$ cat config.mk
export PLATFORM = sky130hd
export DESIGN_NAME = ts_to_m2ts_timestamp_framer_core
export DESIGN_NICKNAME = d
export VERILOG_FILES = /design/src/design/tsfr_pkg.sv /design/src/design/ts_to_m2ts_timestamp_framer_core.sv
export SDC_FILE = /design/constraint.sdc
export NUM_CORES = 2
export LEC_CHECK = 0
export ABC_AREA = 1
export ABC_CLOCK_PERIOD_IN_PS = 11820
export BUFFER_PORTS_ARGS = -buffer_cell sky130_fd_sc_hd__buf_4
export CAP_MARGIN = 20
export CORE_MARGIN = 8
export CORE_UTILIZATION = 41
export CTS_CLUSTER_SIZE = 28
export DETAILED_ROUTE_END_ITERATION = 8
export GPL_TIMING_DRIVEN = 0
export SYNTH_ARGS = -nofsm -noshare
export SYNTH_HDL_FRONTEND = slang
export SYNTH_SLANG_ARGS = --single-unit
$ cat constraint.sdc
create_clock -name clk -period 11.82 [get_ports clk]
set_clock_uncertainty 0.2 [all_clocks]
set_input_delay 2.364 -clock clk [delete_from_list [all_inputs] [get_ports clk]]
set_output_delay 2.364 -clock clk [all_outputs]
set_load 0.03 [all_outputs]
$ cat src/design/tsfr_pkg.sv
package tsfr_pkg;

  // Packet framing
  localparam int unsigned PKT_LEN    = 188;
  localparam int unsigned POS_W      = 8;
  localparam logic [12:0] NULL_PID   = 13'h1FFF;

  // Counter wrap: count*2 reaching the limit means count >= limit/2 (rounded up)
  localparam int unsigned WRAP_LIMIT = 454263790;
  localparam int unsigned WRAP_COUNT = (WRAP_LIMIT + 1) / 2;
  localparam int unsigned COUNT_W    = 28;

  // Stamp arithmetic
  localparam int unsigned BYTES_PER_PKT_BITS = 1504;
  localparam int unsigned SCALE_W    = 11;
  localparam int unsigned STAMP_W    = 30;
  localparam int unsigned RATE_W     = 30;
  localparam int unsigned CLK_W      = 26;
  localparam int unsigned CLK_HALF_W = CLK_W / 2;
  localparam int unsigned A_W        = COUNT_W + SCALE_W;     // count*1504
  localparam int unsigned PROD_W     = A_W + CLK_HALF_W;      // one partial product
  localparam int unsigned NUM_W      = A_W + CLK_W;           // full dividend
  localparam int unsigned DCNT_W     = $clog2(NUM_W);

  // Header: four stamp bytes then three held packet bytes
  localparam int unsigned HDR_BEATS  = 7;
  localparam int unsigned HIDX_W     = $clog2(HDR_BEATS);

  // Configuration register indexes
  localparam int unsigned CFG_IDX_W  = 2;
  localparam int unsigned CFG_DATA_W = 30;
  localparam logic [CFG_IDX_W-1:0] CFG_BIT_RATE  = 2'd0;
  localparam logic [CFG_IDX_W-1:0] CFG_COPY_BITS = 2'd1;
  localparam logic [CFG_IDX_W-1:0] CFG_CLOCK_HZ  = 2'd2;

  localparam logic [RATE_W-1:0] RST_BIT_RATE = 30'd48000000;
  localparam logic [CLK_W-1:0]  RST_CLOCK_HZ = 26'd27000000;

  typedef enum logic [2:0] {
    ST_IDLE,
    ST_MULH,
    ST_MULL,
    ST_DIV,
    ST_SUM,
    ST_HDR
  } tsfr_state_t;

endpackage

$ cat src/design/ts_to_m2ts_timestamp_framer_core.sv
// Transport stream to M2TS framer. Takes 188-byte TS packets one byte per beat and
// emits 192-byte packets: a 4-byte header (copy bits, 30-bit arrival stamp) then the
// packet bytes, with out_packet_end on the last byte. Null packets (PID 0x1FFF) are
// dropped but still counted. Bytes 0 and 1 of a packet and bytes 3..187 are taken
// whenever the output register is free. On byte 2 of a kept packet the core stops taking
// input: after the accepting cycle it runs a shared 39x13 multiplier over the high then
// low clock half, a one-bit-per-cycle restoring divider, an add of the carry, then seven
// header beats, plus any output stalls. Byte 2 of a null packet is taken like the others.
// Configuration may only be written while no packet bytes are in flight.
module ts_to_m2ts_timestamp_framer_core (
  input  logic                              clk,
  input  logic                              rst_n,
  // configuration write channel
  input  logic                              cfg_valid,
  output logic                              cfg_ready,
  input  logic [tsfr_pkg::CFG_IDX_W-1:0]    cfg_index,
  input  logic [tsfr_pkg::CFG_DATA_W-1:0]   cfg_data,
  // transport stream in
  input  logic                              in_valid,
  output logic                              in_ready,
  input  logic [7:0]                        in_ts_byte,
  // framed stream out
  output logic                              out_valid,
  input  logic                              out_ready,
  output logic [7:0]                        out_byte,
  output logic                              out_packet_end
);
  import tsfr_pkg::*;

  tsfr_state_t state_r, state_nxt;

  // configuration
  logic [RATE_W-1:0]  bit_rate_r;
  logic [1:0]         copy_bits_r;
  logic [CLK_W-1:0]   clock_hz_r;

  // packet tracking
  logic [POS_W-1:0]   pos_r;
  logic [7:0]         held0_r, held1_r, held2_r;
  logic               drop_r;
  logic [COUNT_W-1:0] count_r;
  logic [STAMP_W-1:0] carry_r;
  logic [STAMP_W-1:0] last_stamp_r;
  logic [STAMP_W-1:0] stamp_r;

  // arithmetic unit
  logic [A_W-1:0]     a_r;
  logic [NUM_W-1:0]   num_r;
  logic [STAMP_W-1:0] rem_r;
  logic [STAMP_W-1:0] quo_r;
  logic [DCNT_W-1:0]  dcnt_r;
  logic [HIDX_W-1:0]  hidx_r;

  // output register
  logic               out_valid_r;
  logic [7:0]         out_byte_r;
  logic               out_end_r;

  logic               out_free;
  logic               in_fire;
  logic               hdr_load;
  logic [12:0]        pid;
  logic               is_null;
  logic [RATE_W-1:0]  div_w;
  logic [CLK_HALF_W-1:0] mul_b;
  logic [PROD_W-1:0]  mul_p;
  logic [RATE_W:0]    rem_sh;
  logic               rem_ge;
  logic [STAMP_W-1:0] stamp_sum;
  logic               wrap;
  logic [7:0]         hdr_byte;
  logic               last_pos;

  assign out_free = !out_valid_r || out_ready;
  assign in_fire  = in_valid && in_ready;
  assign pid      = {held1_r[4:0], in_ts_byte};
  assign is_null  = (pid == NULL_PID);
  assign last_pos = (pos_r == POS_W'(PKT_LEN - 1));
  assign wrap     = (count_r >= COUNT_W'(WRAP_COUNT));

  // shared multiplier: high clock half first, then low half
  assign mul_b = (state_r == ST_MULH) ? clock_hz_r[CLK_W-1:CLK_HALF_W]
                                      : clock_hz_r[CLK_HALF_W-1:0];
  assign mul_p = PROD_W'(a_r) * PROD_W'(mul_b);

  // divider step; zero rate divides by one
  assign div_w  = (bit_rate_r == '0) ? RATE_W'(1) : bit_rate_r;
  assign rem_sh = {rem_r, num_r[NUM_W-1]};
  assign rem_ge = (rem_sh >= {1'b0, div_w});

  assign stamp_sum = quo_r + carry_r;

  // header beat select
  always_comb begin
    case (hidx_r)
      3'd0:    hdr_byte = {copy_bits_r, stamp_r[29:24]};
      3'd1:    hdr_byte = stamp_r[23:16];
      3'd2:    hdr_byte = stamp_r[15:8];
      3'd3:    hdr_byte = stamp_r[7:0];
      3'd4:    hdr_byte = held0_r;
      3'd5:    hdr_byte = held1_r;
      default: hdr_byte = held2_r;
    endcase
  end

  // next state
  always_comb begin
    state_nxt = state_r;
    case (state_r)
      ST_IDLE: begin
        if (in_fire && pos_r == POS_W'(2) && !is_null) state_nxt = ST_MULH;
      end
      ST_MULH: state_nxt = ST_MULL;
      ST_MULL: state_nxt = ST_DIV;
      ST_DIV: begin
        if (dcnt_r == '0) state_nxt = ST_SUM;
      end
      ST_SUM:  state_nxt = ST_HDR;
      ST_HDR: begin
        if (out_free && hidx_r == HIDX_W'(HDR_BEATS - 1)) state_nxt = ST_IDLE;
      end
      default: state_nxt = ST_IDLE;
    endcase
  end

  // state outputs
  always_comb begin
    in_ready = 1'b0;
    hdr_load = 1'b0;
    case (state_r)
      ST_IDLE: in_ready = out_free;
      ST_HDR:  hdr_load = out_free;
      default: begin
        in_ready = 1'b0;
        hdr_load = 1'b0;
      end
    endcase
  end

  assign cfg_ready = 1'b1;

  // control registers
  always_ff @(posedge clk) begin
    if (!rst_n) begin
      state_r      <= ST_IDLE;
      bit_rate_r   <= RST_BIT_RATE;
      copy_bits_r  <= 2'd0;
      clock_hz_r   <= RST_CLOCK_HZ;
      pos_r        <= '0;
      drop_r       <= 1'b0;
      count_r      <= '0;
      carry_r      <= '0;
      last_stamp_r <= '0;
      hidx_r       <= '0;
      out_valid_r  <= 1'b0;
    end else begin
      state_r <= state_nxt;

      if (cfg_valid && cfg_ready) begin
        case (cfg_index)
          CFG_BIT_RATE:  bit_rate_r  <= cfg_data[RATE_W-1:0];
          CFG_COPY_BITS: copy_bits_r <= cfg_data[1:0];
          CFG_CLOCK_HZ:  clock_hz_r  <= cfg_data[CLK_W-1:0];
          default: ;
        endcase
      end

      if (in_fire) begin
        pos_r <= last_pos ? '0 : pos_r + POS_W'(1);
        if (pos_r == POS_W'(2)) begin
          drop_r <= is_null;
          // null packet: count now; kept packet counts once its stamp is known
          if (is_null) begin
            count_r <= wrap ? COUNT_W'(1) : count_r + COUNT_W'(1);
            if (wrap) carry_r <= last_stamp_r;
          end
        end
      end

      if (state_r == ST_SUM) begin
        last_stamp_r <= stamp_sum;
        count_r      <= wrap ? COUNT_W'(1) : count_r + COUNT_W'(1);
        if (wrap) carry_r <= stamp_sum;
      end

      if (state_r == ST_SUM) hidx_r <= '0;
      else if (hdr_load)     hidx_r <= hidx_r + HIDX_W'(1);

      if (hdr_load || (in_fire && pos_r > POS_W'(2) && !drop_r))
        out_valid_r <= 1'b1;
      else if (out_ready)
        out_valid_r <= 1'b0;
    end
  end

  // datapath registers
  always_ff @(posedge clk) begin
    if (in_fire) begin
      if (pos_r == POS_W'(0)) held0_r <= in_ts_byte;
      if (pos_r == POS_W'(1)) held1_r <= in_ts_byte;
      if (pos_r == POS_W'(2)) begin
        held2_r <= in_ts_byte;
        a_r     <= A_W'(count_r) * A_W'(BYTES_PER_PKT_BITS);
      end
    end

    case (state_r)
      ST_MULH: num_r <= NUM_W'(mul_p);
      ST_MULL: begin
        num_r  <= (num_r << CLK_HALF_W) + NUM_W'(mul_p);
        rem_r  <= '0;
        quo_r  <= '0;
        dcnt_r <= DCNT_W'(NUM_W - 1);
      end
      ST_DIV: begin
        num_r  <= num_r << 1;
        rem_r  <= rem_ge ? STAMP_W'(rem_sh - {1'b0, div_w}) : rem_sh[STAMP_W-1:0];
        quo_r  <= {quo_r[STAMP_W-2:0], rem_ge};
        dcnt_r <= dcnt_r - DCNT_W'(1);
      end
      ST_SUM:  stamp_r <= stamp_sum;
      default: ;
    endcase

    if (hdr_load) begin
      out_byte_r <= hdr_byte;
      out_end_r  <= 1'b0;
    end else if (in_fire && pos_r > POS_W'(2) && !drop_r) begin
      out_byte_r <= in_ts_byte;
      out_end_r  <= last_pos;
    end
  end

  assign out_valid      = out_valid_r;
  assign out_byte       = out_byte_r;
  assign out_packet_end = out_end_r;

  // checks
  a_busy_no_input: assert property (@(posedge clk) disable iff (!rst_n)
    (state_r != ST_IDLE) |-> !in_ready)
    else $error("input taken while stamp unit busy");

  a_hdr_idx_range: assert property (@(posedge clk) disable iff (!rst_n)
    (state_r == ST_HDR) |-> (hidx_r < HIDX_W'(HDR_BEATS)))
    else $error("header beat index out of range");

  a_end_wraps_pos: assert property (@(posedge clk) disable iff (!rst_n)
    (out_valid && out_packet_end) |-> (pos_r == '0))
    else $error("packet end shown without position wrap");

  a_rem_below_div: assert property (@(posedge clk) disable iff (!rst_n)
    (state_r == ST_DIV) |-> (rem_r < div_w))
    else $error("divider remainder not below divisor");

endmodule
==> impl_metrics.env <==
export IMPL_library_cell_with_the_largest_summed_area_after_synthesis="sky130_fd_sc_hd__fa_1"
export IMPL_num_nets_final=6748
export IMPL_synth_async_sr_flop_share=0
export IMPL_wire_per_inst_um=18.89
export IMPL_clk_pin_slew_ns=0.06
export IMPL_synth_seq_area_share=0.2325
export IMPL_clock_latency_of_the_later_clocked_register_in_the_worst_skew_pair_ns=0.63
export IMPL_timing_worst_setup_path_type="reg2reg"
export IMPL_dr_pass1_iters=8
export IMPL_critical_path_top_delay_family="adder cells"
export IMPL_totalWireLength_mm=139.5
export IMPL_sequential_cell_area_um2=9960
export IMPL_yosysTopAreaCellShare=0.2019
export IMPL_tritoncts="built"
export IMPL_synth_fp_nets=6638
export IMPL_worst_path_most_repeated_cell="sky130_fd_sc_hd__nand2_1"
export IMPL_cp_data_arrival_time_ns=10.05
export IMPL_place_port_buffers=55
export IMPL_hp_class="reg2reg"
export IMPL_critical_path_startpoint_type="register"
export IMPL_layout_cell_area_non_filler_um2=46640
export IMPL_cpPeakStageDelay_ns=0.99
export IMPL_synthDistinctLibCells=52
export IMPL_cts_buffers_inserted=45
export IMPL_floorplan_initialDensity=0.4133
export IMPL_root_buffer="sky130_fd_sc_hd__clkbuf_16"
export IMPL_fin_crit_sh=0.8373
export IMPL_yosys_top_cells_area="sky130_fd_sc_hd__fa_1 (20%), sky130_fd_sc_hd__edfxtp_1 (16%), sky130_fd_sc_hd__nand2_1 (14%), sky130_fd_sc_hd__inv_1 (10%), sky130_fd_sc_hd__ha_1 (8.8%)"
export IMPL_critical_path_buf_inv_count=7
export IMPL_finalHoldWorstSlack_ns=0.2571
export IMPL_final_layout_size_suffix_gt1_frac=0.04146
export IMPL_die_height_um=339.2
export IMPL_global_route_peak_usage_layer="met2"
export IMPL_core_area_um2=103600
export IMPL_crit_fanout=10
export IMPL_cpMaxStageDelayCell="sky130_fd_sc_hd__o21ai_0"
export IMPL_grtUsageTotal=0.2370
export IMPL_grt_max_degree=40
export IMPL_maxCapViolations=0
export IMPL_drt_drc_violations_left=0
export IMPL_layout_stage_area_growth_over_the_synthesis_result_pct=8.885
export IMPL_core_rowCount=118
export IMPL_cts_repair_timing_setup_buffer_count=0
export IMPL_finalMaxSlewViolations=0
export IMPL_grt_antenna_before_repair=0
export IMPL_synthesis_yosys_warnings=0
export IMPL_vias_in_the_first_global_route=37840
export IMPL_synth_edff_count=223
export IMPL_cts_num_sinks=386
export IMPL_syn_avg_cell_area_um2=7.312
export IMPL_timing_fmax_mhz=101.0
export IMPL_totalNegativeSetupSlack_ns=0
export IMPL_finalSetupViolations=0
export IMPL_grt_setup_unrepaired="no"
export IMPL_groute_layer_met3_usage=0.04141
export IMPL_critPathCaptureType="register"
export IMPL_floorplan_io_pins=57
export IMPL_die_area_um2=115100
export IMPL_hold_violations=0
export IMPL_cts_htree_levels=2
export IMPL_ctsResizeCount=0
export IMPL_critical_path_required_ns=11.97
export IMPL_cts_buffer_depth=3
export IMPL_grt_met2_usage=0.3818
export IMPL_drtAntennaViolNets=0
export IMPL_drt_first_iter_violations=2936
export IMPL_yosys_cell_count_top_type="sky130_fd_sc_hd__nand2_1"
export IMPL_insertedDiodeCount=0
export IMPL_dp_hpwl_mm=116.5
export IMPL_syn_inst=5859
export IMPL_grtUsageMet1=0.3213
export IMPL_multi_input_area_um2=27910
export IMPL_yosys_register_bits=386
export IMPL_vias_per_cell=5.154
export IMPL_cell_area_placed_um2=45110
export IMPL_die_width_um=339.2
export IMPL_place_congestion=0.9900
export IMPL_global_route_wire_length_before_repair_mm=216.1
export IMPL_cts_hold_buffers_added=0
export IMPL_synthFlopType="sky130_fd_sc_hd__edfxtp_1"
export IMPL_nFillCells=10730
export IMPL_post_synth_most_frequent_cells="sky130_fd_sc_hd__nand2_1 (1566), sky130_fd_sc_hd__inv_1 (1145), sky130_fd_sc_hd__nor2_1 (645)"
export IMPL_status="complete, no violations"
export IMPL_summed_instance_area_of_the_synthesized_netlist_um2=42840
export IMPL_slew_headroom=0.1331
export IMPL_overflow=0
export IMPL_post_route_min_period_ns=9.897
export IMPL_routed_via_count=38070
export IMPL_timing_worst_slew_pin_value_ns=1.287
-- worst min-delay path: stages, from the launching register on --
cell                      delay [ns]
sky130_fd_sc_hd__dfxtp_1        0.30
sky130_fd_sc_hd__inv_1          0.06
sky130_fd_sc_hd__a21oi_1        0.05
-- area by class of cell --
class | count | area share
inverters | 1160 | 0.09335
clock inverters | 32 | 0.007484
clock buffers | 52 | 0.02535
repair buffers | 63 | 0.01143
plain buffers | 140 | 0.01341
multi-input cells | 4173 | 0.5984
well taps | 1380 | 0.03702
flip-flops and latches | 386 | 0.2135
-- cells in the final DEF, fill, tap and decap left out, drive strengths merged, types with 9 or more instances in the layout --
cell and instances:
nand3b 44, ha 302, nor2 651, nand4 83
and2 23, nand3 336, dfxtp 163, xnor2 28
a21oi 268, clkinv 26, or2 21, o211ai 26
a21o 18, o21ai 175, edfxtp 223, clkbuf 108
o21bai 22, buf 147, fa 432, nand2 1574
inv 1161, xor2 64, a221oi 9, a31oi 11
nor3 47
-- stage by stage --
stage | cells | worst slack [ns] | utilization
finish | 7386 | 1.923 | 0.4500
global route | 7386 | 1.675 | 0.4500
CTS | 7385 | 2.155 | 0.4500
detailed placement | 7301 | 2.222 | 0.4352
global placement | 7294 | 2.121 | 0.4340
floorplan | 5859 | 4.649 | -
-- flip-flops by register name (all words and copies together), names as in the netlist --
name            cells
a_r                34
bit_rate_r         30
carry_r            30
clock_hz_r         26
copy_bits_r         2
count_r            28
dcnt_r              7
drop_r              1
held0_r             8
held1_r             8
held2_r             8
hidx_r              3
last_stamp_r       30
num_r              60
out_byte            8
out_packet_end      1
out_valid           1
pos_r               8
quo_r              30
rem_r              30
stamp_r            30
state_r             3
-- cell families (layout without fill, tap and decap cells) --
family                     Yosys count  in the layout  synth area share
DFF                                386            386            0.2325
adders and majority gates          734            734            0.2901
xor gates and xnor gates            92             92           0.01881
AOI/OAI and AO/OA                  557            557           0.07296
other                                1              1        0.00008754
buffers and inverters             1300           1447            0.1162
and+or+nand+nor                   2789           2789            0.2693
-- metal layers --
layer | vias up | share of wire
li1 | 18430 | -
met1 | 18230 | 0.45
met2 | 1158 | 0.45
met3 | 248 | 0.068
met4 | 0 | 0.037
met5 | - | 0
-- worst paths after layout --
kind,start,to,slack (ns),depth (start not counted)
setup reg to reg,state_r[2],num_r[53],1.92,36
hold reg to reg,clock_hz_r[9],clock_hz_r[9],0.26,2
setup / recovery,state_r[2],num_r[53],1.92,36
hold / removal,clock_hz_r[9],clock_hz_r[9],0.26,2
Power is left out: the tool's default activity adds up to more than one toggle a clock period on the data nets, which glitch-free logic cannot reach.
